**src/design/button_click_classifier_top_assert.svh**
```systemverilog
// assertion macros shared by the button click classifier modules
`ifndef BUTTON_CLICK_CLASSIFIER_TOP_ASSERT_SVH
`define BUTTON_CLICK_CLASSIFIER_TOP_ASSERT_SVH

`ifndef SYNTHESIS
// same-cycle implication, checked outside reset
`define BCC_ASSERT_IMPL(label, clk, rst_n, ante, cons) \
    label: assert property (@(posedge clk) disable iff (!rst_n) (ante) |-> (cons)) \
        else $error("bcc assertion failed");
// next-cycle implication, checked outside reset
`define BCC_ASSERT_NEXT(label, clk, rst_n, ante, cons) \
    label: assert property (@(posedge clk) disable iff (!rst_n) (ante) |=> (cons)) \
        else $error("bcc assertion failed");
`else
`define BCC_ASSERT_IMPL(label, clk, rst_n, ante, cons)
`define BCC_ASSERT_NEXT(label, clk, rst_n, ante, cons)
`endif

`endif

```
**src/design/bcc_pkg.sv**
```systemverilog
// shared types and constants for the button click classifier
`timescale 1ns / 1ps
`default_nettype none

package bcc_pkg;

    // press tracking phase
    typedef enum logic [1:0] {
        PH_IDLE     = 2'd0,
        PH_DEBOUNCE = 2'd1,
        PH_PRESSED  = 2'd2
    } t_phase;

    // event codes on the result channel
    typedef enum logic [1:0] {
        EV_NONE   = 2'd0,
        EV_SHORT  = 2'd1,
        EV_LONG   = 2'd2,
        EV_DOUBLE = 2'd3
    } t_event;

    // configuration register indexes
    localparam logic [1:0] CFG_DEBOUNCE_THRESHOLD = 2'd0;
    localparam logic [1:0] CFG_LONG_PRESS_TICKS   = 2'd1;
    localparam logic [1:0] CFG_DOUBLE_CLICK_TICKS = 2'd2;

    // configuration reset values
    localparam logic [7:0]  DEBOUNCE_THRESHOLD_RST = 8'd1;
    localparam logic [15:0] LONG_PRESS_TICKS_RST   = 16'd20;
    localparam logic [15:0] DOUBLE_CLICK_TICKS_RST = 16'd10;

    // configuration set handed to the core
    typedef struct packed {
        logic [7:0]  debounce_threshold;
        logic [15:0] long_press_ticks;
        logic [15:0] double_click_ticks;
    } t_cfg;

endpackage

`default_nettype wire

```
**src/design/bcc_core.sv**
```systemverilog
// press classifier state and per-tick event logic
`timescale 1ns / 1ps
`default_nettype none
`include "button_click_classifier_top_assert.svh"

module bcc_core
    import bcc_pkg::*;
#(
    parameter int TICK_COUNT_WIDTH = 16
) (
    input  wire logic   i_clk,
    input  wire logic   i_rst_n,
    input  wire logic   i_step,
    input  wire logic   i_pin_level,
    input  wire t_cfg   i_cfg,
    output t_event      o_event_code
);

    localparam int CmpW = (TICK_COUNT_WIDTH > 16) ? TICK_COUNT_WIDTH : 16;

    t_phase                        r_phase, n_phase;
    logic [7:0]                    r_deb_count, n_deb_count;
    logic [TICK_COUNT_WIDTH-1:0]   r_held, n_held;
    logic                          r_long_reported, n_long_reported;
    logic [1:0]                    r_clicks, n_clicks;
    logic [TICK_COUNT_WIDTH-1:0]   r_wait, n_wait;

    logic                          pressed;
    logic [7:0]                    deb_next;
    logic                          deb_done;
    logic [TICK_COUNT_WIDTH-1:0]   held_next;
    logic [CmpW-1:0]               long_ext;
    logic [CmpW-1:0]               dbl_ext;
    logic                          held_next_hit;
    logic                          held_cur_hit;
    logic [TICK_COUNT_WIDTH-1:0]   wait_dec;
    logic [1:0]                    clicks_aged;
    logic [1:0]                    clicks_inc;
    t_event                        ev;

    // shared counter helpers
    assign pressed       = ~i_pin_level;
    assign deb_next      = (r_deb_count == 8'hFF) ? r_deb_count : r_deb_count + 8'd1;
    assign deb_done      = deb_next >= i_cfg.debounce_threshold;
    assign held_next     = (&r_held) ? r_held : r_held + 1'b1;
    assign long_ext      = CmpW'(i_cfg.long_press_ticks);
    assign dbl_ext       = CmpW'(i_cfg.double_click_ticks);
    assign held_next_hit = CmpW'(held_next) >= long_ext;
    assign held_cur_hit  = CmpW'(r_held) >= long_ext;
    assign wait_dec      = r_wait - 1'b1;

    // next phase
    always_comb begin
        n_phase = r_phase;
        unique case (r_phase)
            PH_IDLE: begin
                if (pressed) n_phase = PH_DEBOUNCE;
            end
            PH_DEBOUNCE: begin
                if (!pressed)     n_phase = PH_IDLE;
                else if (deb_done) n_phase = PH_PRESSED;
            end
            PH_PRESSED: begin
                if (!pressed) n_phase = PH_IDLE;
            end
            default: n_phase = PH_IDLE;
        endcase
    end

    // counters, click tracking and event
    always_comb begin
        n_deb_count     = r_deb_count;
        n_held          = r_held;
        n_long_reported = r_long_reported;
        n_wait          = r_wait;
        clicks_aged     = r_clicks;
        ev              = EV_NONE;

        // age the double click timer first
        if (r_wait != '0) begin
            n_wait = wait_dec;
            if (wait_dec == '0) begin
                if (r_clicks == 2'd1) ev = EV_SHORT;
                clicks_aged = 2'd0;
            end
        end

        n_clicks   = clicks_aged;
        clicks_inc = (clicks_aged == 2'd3) ? clicks_aged : clicks_aged + 2'd1;

        unique case (r_phase)
            PH_IDLE: begin
                if (pressed) n_deb_count = 8'd1;
            end
            PH_DEBOUNCE: begin
                if (pressed) begin
                    n_deb_count = deb_next;
                    if (deb_done) n_held = '0;
                end
            end
            PH_PRESSED: begin
                if (pressed) begin
                    n_held = held_next;
                    if (held_next_hit && !r_long_reported) begin
                        ev              = EV_LONG;
                        n_long_reported = 1'b1;
                        n_clicks        = 2'd0;
                    end
                end else begin
                    // a short release counts as a click
                    if (!held_cur_hit && !r_long_reported) begin
                        n_clicks = clicks_inc;
                        if (clicks_inc == 2'd1) begin
                            n_wait = dbl_ext[TICK_COUNT_WIDTH-1:0];
                        end else if (clicks_inc == 2'd2) begin
                            ev       = EV_DOUBLE;
                            n_clicks = 2'd0;
                            n_wait   = '0;
                        end
                    end
                    n_long_reported = 1'b0;
                end
            end
            default: begin
            end
        endcase
    end

    assign o_event_code = ev;

    // state registers, advanced once per accepted tick
    always_ff @(posedge i_clk) begin
        if (!i_rst_n) begin
            r_phase         <= PH_IDLE;
            r_deb_count     <= '0;
            r_held          <= '0;
            r_long_reported <= 1'b0;
            r_clicks        <= '0;
            r_wait          <= '0;
        end else if (i_step) begin
            r_phase         <= n_phase;
            r_deb_count     <= n_deb_count;
            r_held          <= n_held;
            r_long_reported <= n_long_reported;
            r_clicks        <= n_clicks;
            r_wait          <= n_wait;
        end
    end

    // a reported long press only lives while the key is held
    `BCC_ASSERT_IMPL(a_long_in_pressed, i_clk, i_rst_n, r_long_reported, r_phase == PH_PRESSED)
    // a second click is always turned into a double click at once
    `BCC_ASSERT_IMPL(a_clicks_le_one, i_clk, i_rst_n, 1'b1, r_clicks[1] == 1'b0)
    // double click only on a release from the pressed phase
    `BCC_ASSERT_IMPL(a_double_on_release, i_clk, i_rst_n, i_step && ev == EV_DOUBLE,
                     r_phase == PH_PRESSED && i_pin_level)

endmodule

`default_nettype wire

```
**src/design/bcc_out_buf.sv**
```systemverilog
// two-entry result buffer: output register plus skid stage
`timescale 1ns / 1ps
`default_nettype none
`include "button_click_classifier_top_assert.svh"

module bcc_out_buf
    import bcc_pkg::*;
(
    input  wire logic   i_clk,
    input  wire logic   i_rst_n,
    input  wire logic   i_push,
    input  wire t_event i_code,
    output logic        o_full,
    output logic        o_valid,
    output t_event      o_code,
    input  wire logic   i_stall
);

    logic   r_out_valid, n_out_valid;
    logic   r_skid_valid, n_skid_valid;
    t_event r_out_code, n_out_code;
    t_event r_skid_code, n_skid_code;
    logic   pop;

    assign pop = r_out_valid && !i_stall;

    // buffer next state
    always_comb begin
        n_out_valid  = r_out_valid;
        n_skid_valid = r_skid_valid;
        n_out_code   = r_out_code;
        n_skid_code  = r_skid_code;
        if (!r_out_valid || pop) begin
            if (r_skid_valid) begin
                n_out_valid  = 1'b1;
                n_out_code   = r_skid_code;
                n_skid_valid = 1'b0;
            end else if (i_push) begin
                n_out_valid = 1'b1;
                n_out_code  = i_code;
            end else begin
                n_out_valid = 1'b0;
            end
        end else if (i_push) begin
            n_skid_valid = 1'b1;
            n_skid_code  = i_code;
        end
    end

    // control flags
    always_ff @(posedge i_clk) begin
        if (!i_rst_n) begin
            r_out_valid  <= 1'b0;
            r_skid_valid <= 1'b0;
        end else begin
            r_out_valid  <= n_out_valid;
            r_skid_valid <= n_skid_valid;
        end
    end

    // payload
    always_ff @(posedge i_clk) begin
        r_out_code  <= n_out_code;
        r_skid_code <= n_skid_code;
    end

    assign o_full  = r_skid_valid;
    assign o_valid = r_out_valid;
    assign o_code  = r_out_code;

    // skid entry is only used behind a held output
    `BCC_ASSERT_IMPL(a_skid_behind_out, i_clk, i_rst_n, r_skid_valid, r_out_valid)
    // a beat pushed against a stalled output lands in the skid stage
    `BCC_ASSERT_NEXT(a_push_to_skid, i_clk, i_rst_n, i_push && r_out_valid && i_stall,
                     r_skid_valid)

endmodule

`default_nettype wire

```
**src/design/button_click_classifier_top.sv**
```systemverilog
// top level of the button click classifier
//
//  channel | direction | handshake              | payload
//  --------+-----------+------------------------+------------------------------
//  in      | in        | i_in_valid / o_in_stall | i_pin_level
//  out     | out       | o_out_valid / i_out_stall | o_event_code
//  cfg     | in        | i_cfg_valid / o_cfg_ready | i_cfg_index, i_cfg_data
//
// one tick per clock while o_in_stall is low: the classifier state updates
// on the accepting edge and its event enters the result buffer on that edge
// throughput is one beat per clock until a full skid stage raises o_in_stall
// reset is synchronous, active low, clears state and flags, presets config registers
// a stalled output holds its beat; one more beat fits in the skid stage,
// after which o_in_stall rises until the output drains
// config writes are always ready and take effect on the next tick
`timescale 1ns / 1ps
`default_nettype none

module button_click_classifier_top
    import bcc_pkg::*;
#(
    parameter int TICK_COUNT_WIDTH = 16
) (
    input  wire logic        i_clk,
    input  wire logic        i_rst_n,
    input  wire logic        i_in_valid,
    output logic             o_in_stall,
    input  wire logic        i_pin_level,
    output logic             o_out_valid,
    input  wire logic        i_out_stall,
    output logic [1:0]       o_event_code,
    input  wire logic        i_cfg_valid,
    output logic             o_cfg_ready,
    input  wire logic [1:0]  i_cfg_index,
    input  wire logic [15:0] i_cfg_data
);

    t_cfg   r_cfg;
    logic   in_accept;
    logic   buf_full;
    t_event core_event;
    t_event out_code;

    assign o_cfg_ready = 1'b1;
    assign o_in_stall  = buf_full;
    assign in_accept   = i_in_valid && !buf_full;

    // configuration registers
    always_ff @(posedge i_clk) begin
        if (!i_rst_n) begin
            r_cfg.debounce_threshold <= DEBOUNCE_THRESHOLD_RST;
            r_cfg.long_press_ticks   <= LONG_PRESS_TICKS_RST;
            r_cfg.double_click_ticks <= DOUBLE_CLICK_TICKS_RST;
        end else if (i_cfg_valid && o_cfg_ready) begin
            unique case (i_cfg_index)
                CFG_DEBOUNCE_THRESHOLD: r_cfg.debounce_threshold <= i_cfg_data[7:0];
                CFG_LONG_PRESS_TICKS:   r_cfg.long_press_ticks   <= i_cfg_data;
                CFG_DOUBLE_CLICK_TICKS: r_cfg.double_click_ticks <= i_cfg_data;
                default: begin
                end
            endcase
        end
    end

    // classifier state
    bcc_core #(
        .TICK_COUNT_WIDTH (TICK_COUNT_WIDTH)
    ) u_core (
        .i_clk        (i_clk),
        .i_rst_n      (i_rst_n),
        .i_step       (in_accept),
        .i_pin_level  (i_pin_level),
        .i_cfg        (r_cfg),
        .o_event_code (core_event)
    );

    // result register and skid
    bcc_out_buf u_out_buf (
        .i_clk   (i_clk),
        .i_rst_n (i_rst_n),
        .i_push  (in_accept),
        .i_code  (core_event),
        .o_full  (buf_full),
        .o_valid (o_out_valid),
        .o_code  (out_code),
        .i_stall (i_out_stall)
    );

    assign o_event_code = out_code;

endmodule

`default_nettype wire
```
**config.mk**
```make
export PLATFORM = sky130hd
export DESIGN_NAME = button_click_classifier_top
export DESIGN_NICKNAME = d
export VERILOG_FILES = /design/src/design/bcc_pkg.sv /design/src/design/bcc_core.sv /design/src/design/bcc_out_buf.sv /design/src/design/button_click_classifier_top.sv
export VERILOG_INCLUDE_DIRS = /design/src /design/src/design
export SDC_FILE = /design/constraint.sdc
export NUM_CORES = 1
export LEC_CHECK = 0
export ABC_AREA = 1
export BUFFER_PORTS_ARGS = -buffer_cell sky130_fd_sc_hd__buf_2
export CAP_MARGIN = 30
export CORE_ASPECT_RATIO = 1.2
export CORE_MARGIN = 2
export CORE_UTILIZATION = 45
export CTS_CLUSTER_SIZE = 28
export DETAILED_ROUTE_END_ITERATION = 10
export PLACE_DENSITY_LB_ADDON = 0.1
export SETUP_SLACK_MARGIN = 0.4
export SKIP_LAST_GASP = 1
export SLEW_MARGIN = 20
export SYNTH_ARGS = -nofsm -noshare
export SYNTH_HDL_FRONTEND = slang
export SYNTH_SLANG_ARGS = --single-unit
```
**constraint.sdc**
```tcl
create_clock -name i_clk -period 3.2 [get_ports i_clk]
set_clock_uncertainty 0.05 [all_clocks]
set_input_delay 0 -clock i_clk [delete_from_list [all_inputs] [get_ports i_clk]]
set_output_delay 0 -clock i_clk [all_outputs]
set_load 0.02 [all_outputs]
```
[After elaboration in Yosys (flattened, before gate mapping)]
Index checks and enable logic that the tools add are counted.
Word-level totals
  register bits after elaboration: 91
  output and inout port bits: 5
Cells by class
  add/subtract/negate cells: 4
  magnitude comparators: 3
  eq/ne operators: 15
  mux-type cells: 44
  bitwise gates (word level): 2
  reduce and logical (&&, ||, !) cells: 29
Operators with widths (number)
  $mux 16: 10
  $mux 2: 23
  $ge 16x16->1: 2
  $pmux 16 s2: 1
  $mux 8: 3
  $add 16x1->16 const B: 1
  $logic_not 16->1: 1
  $pmux 8 s2: 1
  $reduce_and 16->1: 1
  $reduce_bool 16->1: 1
  $sub 16x1->16 const B: 1
  $reduce_and 2->1: 5
  $add 8x1->8 const B: 1
  $eq 2x1->1 const B: 4
  $eq 2x2->1 const B: 4
  $eq 8x8->1 const B: 1
  $ge 8x8->1: 1
  $ne 2x2->1 const B: 4
  $reduce_and 4->1: 2
  $reduce_bool 2->1: 4
  $pmux 2 s3: 1
  $logic_not 1->1: 5
  $mux 1: 5
  $reduce_and 5->1: 1
  other kinds (9): 14

[Longest topological paths before layout]
  word-level depth: 14
  depth in mapped cells: 25
  gate-level depth less buffers: 25

[Cells and area by module]
From an unflattened synthesis, not the netlist that was laid out.
Second synthesis, totals
  cell total of the unflattened synthesis: 936
  area total of the unflattened synthesis: 6087.1 µm²
By module, submodules not included
  bcc_core: instances 1, cells each 662, area each 4154.0 µm², seq. area each 900.9 µm²
  button_click_classifier_top: instances 1, cells each 255, area each 1706.6 µm², seq. area each 800.8 µm²
  bcc_out_buf: instances 1, cells each 19, area each 226.5 µm², seq. area each 160.2 µm²

[Worst setup path before layout]
OpenSTA, ideal clock, no wires.
  kind: register -> register
  from: register u_core.r_held[0]
  to: register u_out_buf.r_out_code[0] (netlist: u_out_buf.o_code[0]) (data pin)
  library setup time: 270 ps
  arrival: 2676 ps
  required time: 2880 ps
  setup slack: 204 ps
  cell stages (with the launch flop): 23
  period minus slack after synthesis: 2996 ps
  path through: dfxtp_1 ha_1 nand2_1 nor3_1 nand2_1 nor2_1 inv_1 nor2_1 nand2_1 inv_1 nor3_1 nand3b_1 nand2_1 ha_1 nand2_1 nor2_1 nand2_1 o211ai_1 nand2_1 nand3_1 nand2_1 nor3_1 o31ai_1
On the way
  longest elaborated chain between the ends: 9
Ends and longest elaborated chain
  start, declared: line bcc_core.sv:23  | logic [TICK_COUNT_WIDTH-1:0] r_held, n_held;
  start signal, assigned: line bcc_core.sv:143  | r_held <= n_held;
  $add 16x1->16 or $reduce_and 16->1 (tied branches): line bcc_core.sv:45  | assign held_next = (&r_held) ? r_held : r_held + 1'b1;
  $mux 16: line bcc_core.sv:45
  $ge 16x16->1: line bcc_core.sv:48  | assign held_next_hit = CmpW'(held_next) >= long_ext;
  $logic_and 1x1->1: line bcc_core.sv:104  | if (held_next_hit && !r_long_reported) begin
  $mux 2: line bcc_core.sv:104
  $mux 2 *: line bcc_core.sv:102  | if (pressed) begin
  $mux 2 *: line bcc_core.sv:91  | unique case (r_phase)
  $mux 2 *: line bcc_out_buf.sv:38  | end else if (i_push) begin
  $mux 2 *: line bcc_out_buf.sv:34  | if (r_skid_valid) begin
  end signal, assigned: line bcc_out_buf.sv:63  | r_out_code <= n_out_code;
  end, declared: line bcc_out_buf.sv:21  | t_event r_out_code, n_out_code;
Every way passes the cells marked *; elsewhere a longest branch is shown, timed or not. The select of a mux whose other input is x is not followed.
A chain may end at the register's enable or synchronous reset.

[Worst setup path after layout]
  from: register u_core.r_held[3]
  to: register u_out_buf.r_out_code[1] (netlist: u_out_buf.o_code[1]) (data pin)
The elaborated chain is that of the path after synthesis.

==> impl_results.md <==
* Endpoints failing hold at 0
* ANT cells at 0
* R2r endpoint: u_out_buf.o_code[1]
* Ys Warns at 0
* Highest-count cells in the layout ignoring fill and taps: nand2_1 (168), inv_1 (98), a21oi_1 (89)
* Hold EP: u_core.r_long_reported
* Finished Cell Area at 0.00718 mm2
* Vias in the first global route at 5358
* Via density at 5.19
* TritonCTS buffer count at 9
* Post-Syn Instances at 840
* Slew @ Worst Pin at 0.848 ns
* Max clock buf depth at 2
* Synth async-reset ratio at 0%
* Clock latency on the worst-skew pair at 0.34 ns
* DIE AREA at 0.0136 mm2
* Share of cells above drive strength 1 at 19.9%
* Final Non-Filler Cells at 1085
* CP Cell Sequence: clkinvlp_4 > nor3_4 > nand2_2 > nor2_1 > inv_1 > nor2_2 > buf_4 > a21oi_1 > a31oi_1 > ha_1 > nand2_1 > inv_1 > nand3_2 > inv_1 > a21oi_1 > nand3_2 > nand2_4 > a21oi_4 > nand2_2 > o21ai_2
* Largest net degree at the start of global routing at 48
* Synth Flop Type: dfxtp_1
* Critical path type: register to register
* Crit path top cell by count: inv_1
* GPL Wtd Cong at 0.909
* Placed inst area at 0.00610 mm2
* Share of the synthesized area in the top cell type at 30.5%
* CP Data Required Time at 3.24 ns
* R2R Path Start: u_core.r_held[3]
* Core footprint at 0.0126 mm2
* Clk slew on worst S/H paths at 0.07 ns
* Chip height at 127 um
* Routed WL at 15700 um
* First-pass GRT wire length at 25600 um
* GR Overflow Total at 0
* Worst R2R Path Depth at 20
* Syn avg cell area at 6.81 um2
* IO buf count at 27
* R2R Setup Slk at 0.16 ns
* Nets@finish at 984
* Total power at 3.01 mW
* Worst-path fanout max at 4
* Cell Pwr Density at 420 mW/mm2
* LEAKAGE at 3.27 nW
* DRT Pass-1 Iters at 5
* Commonest non-fill, non-tap cell in the layout: nand2_1
* # DRC at 0
* Number of flops mapped to enable cells by yosys at 4
* Vias post-DR at 5626
* Dpl hpwl at 11200 um
* Max_cap viols at 0
* Fmax achieved at 329 MHz
* Status: complete, no violations
* Mapped Area at 0.00572 mm2
* H-tree depth at 3
* Number of setup violations in the final report at 0
* Total Routing Usage GR at 23.6%
* Top cells by area, synth: dfxtp_1 (30%), nand2_1 (12%), ha_1 (9.6%)
* Max incr delay on CP at 0.38 ns
* Hold_sp: i_pin_level
* Cell taking the most area after synthesis: dfxtp_1
* Top Ports at 29
* Minimum clock period after layout at 3.04 ns
* TritonCTS clock tree: done
* Fillers at 1188
* Area grow syn2layout at 25.5%
* Wire length per cell at 14.5 um
* Row count at 45
* Netlist cell types at 38
* RSZ-0062 raised after global routing: yes
* Setup ws final at 0.157 ns
* Initial antenna violation count at 0
* Flops & latches, synth at 91
* ANT nets after route at 0
* Critical-path top delay cell: dfxtp_4
* Clock sink count at 91
* Pre-CTS worst setup slack at 0.00533 ns
* Crit start category: register
* Max Slew Vio Count at 0
* Worst Setup End Kind: register
* Critical Path AT at 3.09 ns
* Initial Util at 45.5%
* Placed cell count at 1023
* Worst hold path type: input port to register
* Sequential element share of the synthesized area at 32.6%
* Initial drt markers at 304
* Root Buffer: clkbuf_16
* Worst relative slew slack at 43.4%
* Die Width at 107 um
* Worst Hold Depth at 4
* Net Count, Synth at 908
* Worst Hold Slack at 0.0610 ns
* Peak VDD IR at 0.227 mV
* Final period util at 95.1%
==> routing by layer <==
| metal | wire (um) | GRT usage (%) |
|---|---|---|
| met1 | 6820 | 28.2 |
| met2 | 7940 | 42.6 |
| met3 | 534 | 3.11 |
| met4 | 446 | 9.17 |
| met5 | 0 | 0 |
==> state kept, by name (all words and copies together), names as in the netlist <==
name	cells
u_core.r_long_reported	1
u_out_buf.o_valid	1
u_out_buf.r_skid_code	2
u_out_buf.o_full	1
u_core.r_deb_count	8
u_core.r_clicks	2
u_core.r_held	16
u_core.r_wait	16
r_cfg	40
u_core.r_phase	2
u_out_buf.o_code	2
==> worst max path at each step <==
stage,startpoint,endpoint
6_report,u_core.r_held[3],u_out_buf.o_code[1]
5_1_grt,u_core.r_held[3],u_out_buf.o_code[1]
4_1_cts,u_core.r_held[1],u_out_buf.o_code[1]
3_5_place_dp,u_core.r_held[0],u_out_buf.o_code[1]
3_3_place_gp,u_core.r_held[0],u_out_buf.o_code[1]
2_1_floorplan,u_core.r_deb_count[0],u_core.r_held[13]
==> Yosys cell counts, types with 3 or more instances <==
library cell	number
nand2_1	184
nor2_2	6
nand2_4	3
inv_2	3
nand4_1	9
nor3_1	18
xnor2_1	5
ha_1	44
xor2_1	9
nor2_4	3
nand2_2	5
o211ai_1	4
dfxtp_1	87
o21ai_0	49
nor2_1	92
inv_1	104
clkbuf_1	17
buf_2	3
edfxtp_1	4
a21oi_1	100
nand3_1	66
buf_4	3
==> cell type report <==
| cell class | count | area (um2) | share of cell area [%] |
|---|---|---|---|
| multi-input cells | 616 | 3670 | 51.1 |
| flip-flops and latches | 91 | 1880 | 26.2 |
| repair buffers | 89 | 682 | 9.50 |
| inverters | 108 | 437 | 6.09 |
| clock buffers | 9 | 225 | 3.14 |
| well taps | 164 | 205 | 2.86 |
| clock inverters | 7 | 68.8 | 0.959 |
| repair inverters | 1 | 6.26 | 0.0872 |
==> what timing repair did <==
action                                  in CTS  in global routing
resized for setup                           24                 81
gates cloned                                 0                  1
endpoints found under the setup margin      24                 40
pin swaps                                   19                 33
hold endpoints to repair                    43                  0
buffers inserted                            16                  9
hold buffers                                20                  0
==> worst max-delay path, delay by kind of cell (launching register included) <==
kind | cells | cell delay (ns)
fa+ha+maj | 1 | 0.27
simple gates | 9 | 1.06
compound gates | 5 | 0.56
flops | 1 | 0.38
buf+inv | 5 | 0.47
==> per-stage QoR <==
| stage | utilization (%) | setup TNS, ns |
|---|---|---|
| final | 57.2 | 0 |
| after global routing | 57.2 | -0.0964 |
| after CTS | 54.2 | 0 |
| after detailed placement | 48.6 | 0 |
| after global placement | 48.5 | 0 |
| after floorplan | - | 0 |
==> power breakdown <==
group | switching, mW | internal [mW]
Clock | 0.470 | 0.604
Sequential | 0.0464 | 1.20
Combinational | 0.436 | 0.257
==> kinds of logic after synthesis <==
logic type | after synthesis | synth area share (%)
AO/OA/AOI/OAI | 161 | 14.7
adder cells (fa/ha/maj) | 44 | 9.63
buffers and inverters | 133 | 9.26
flip-flops | 91 | 32.6
AND/OR/NAND/NOR | 393 | 30.6
other | 1 | 0.0656
multiplexers | 1 | 0.197
XOR/XNOR | 16 | 2.91
No activity file was read; power rests on OpenSTA's default activity.
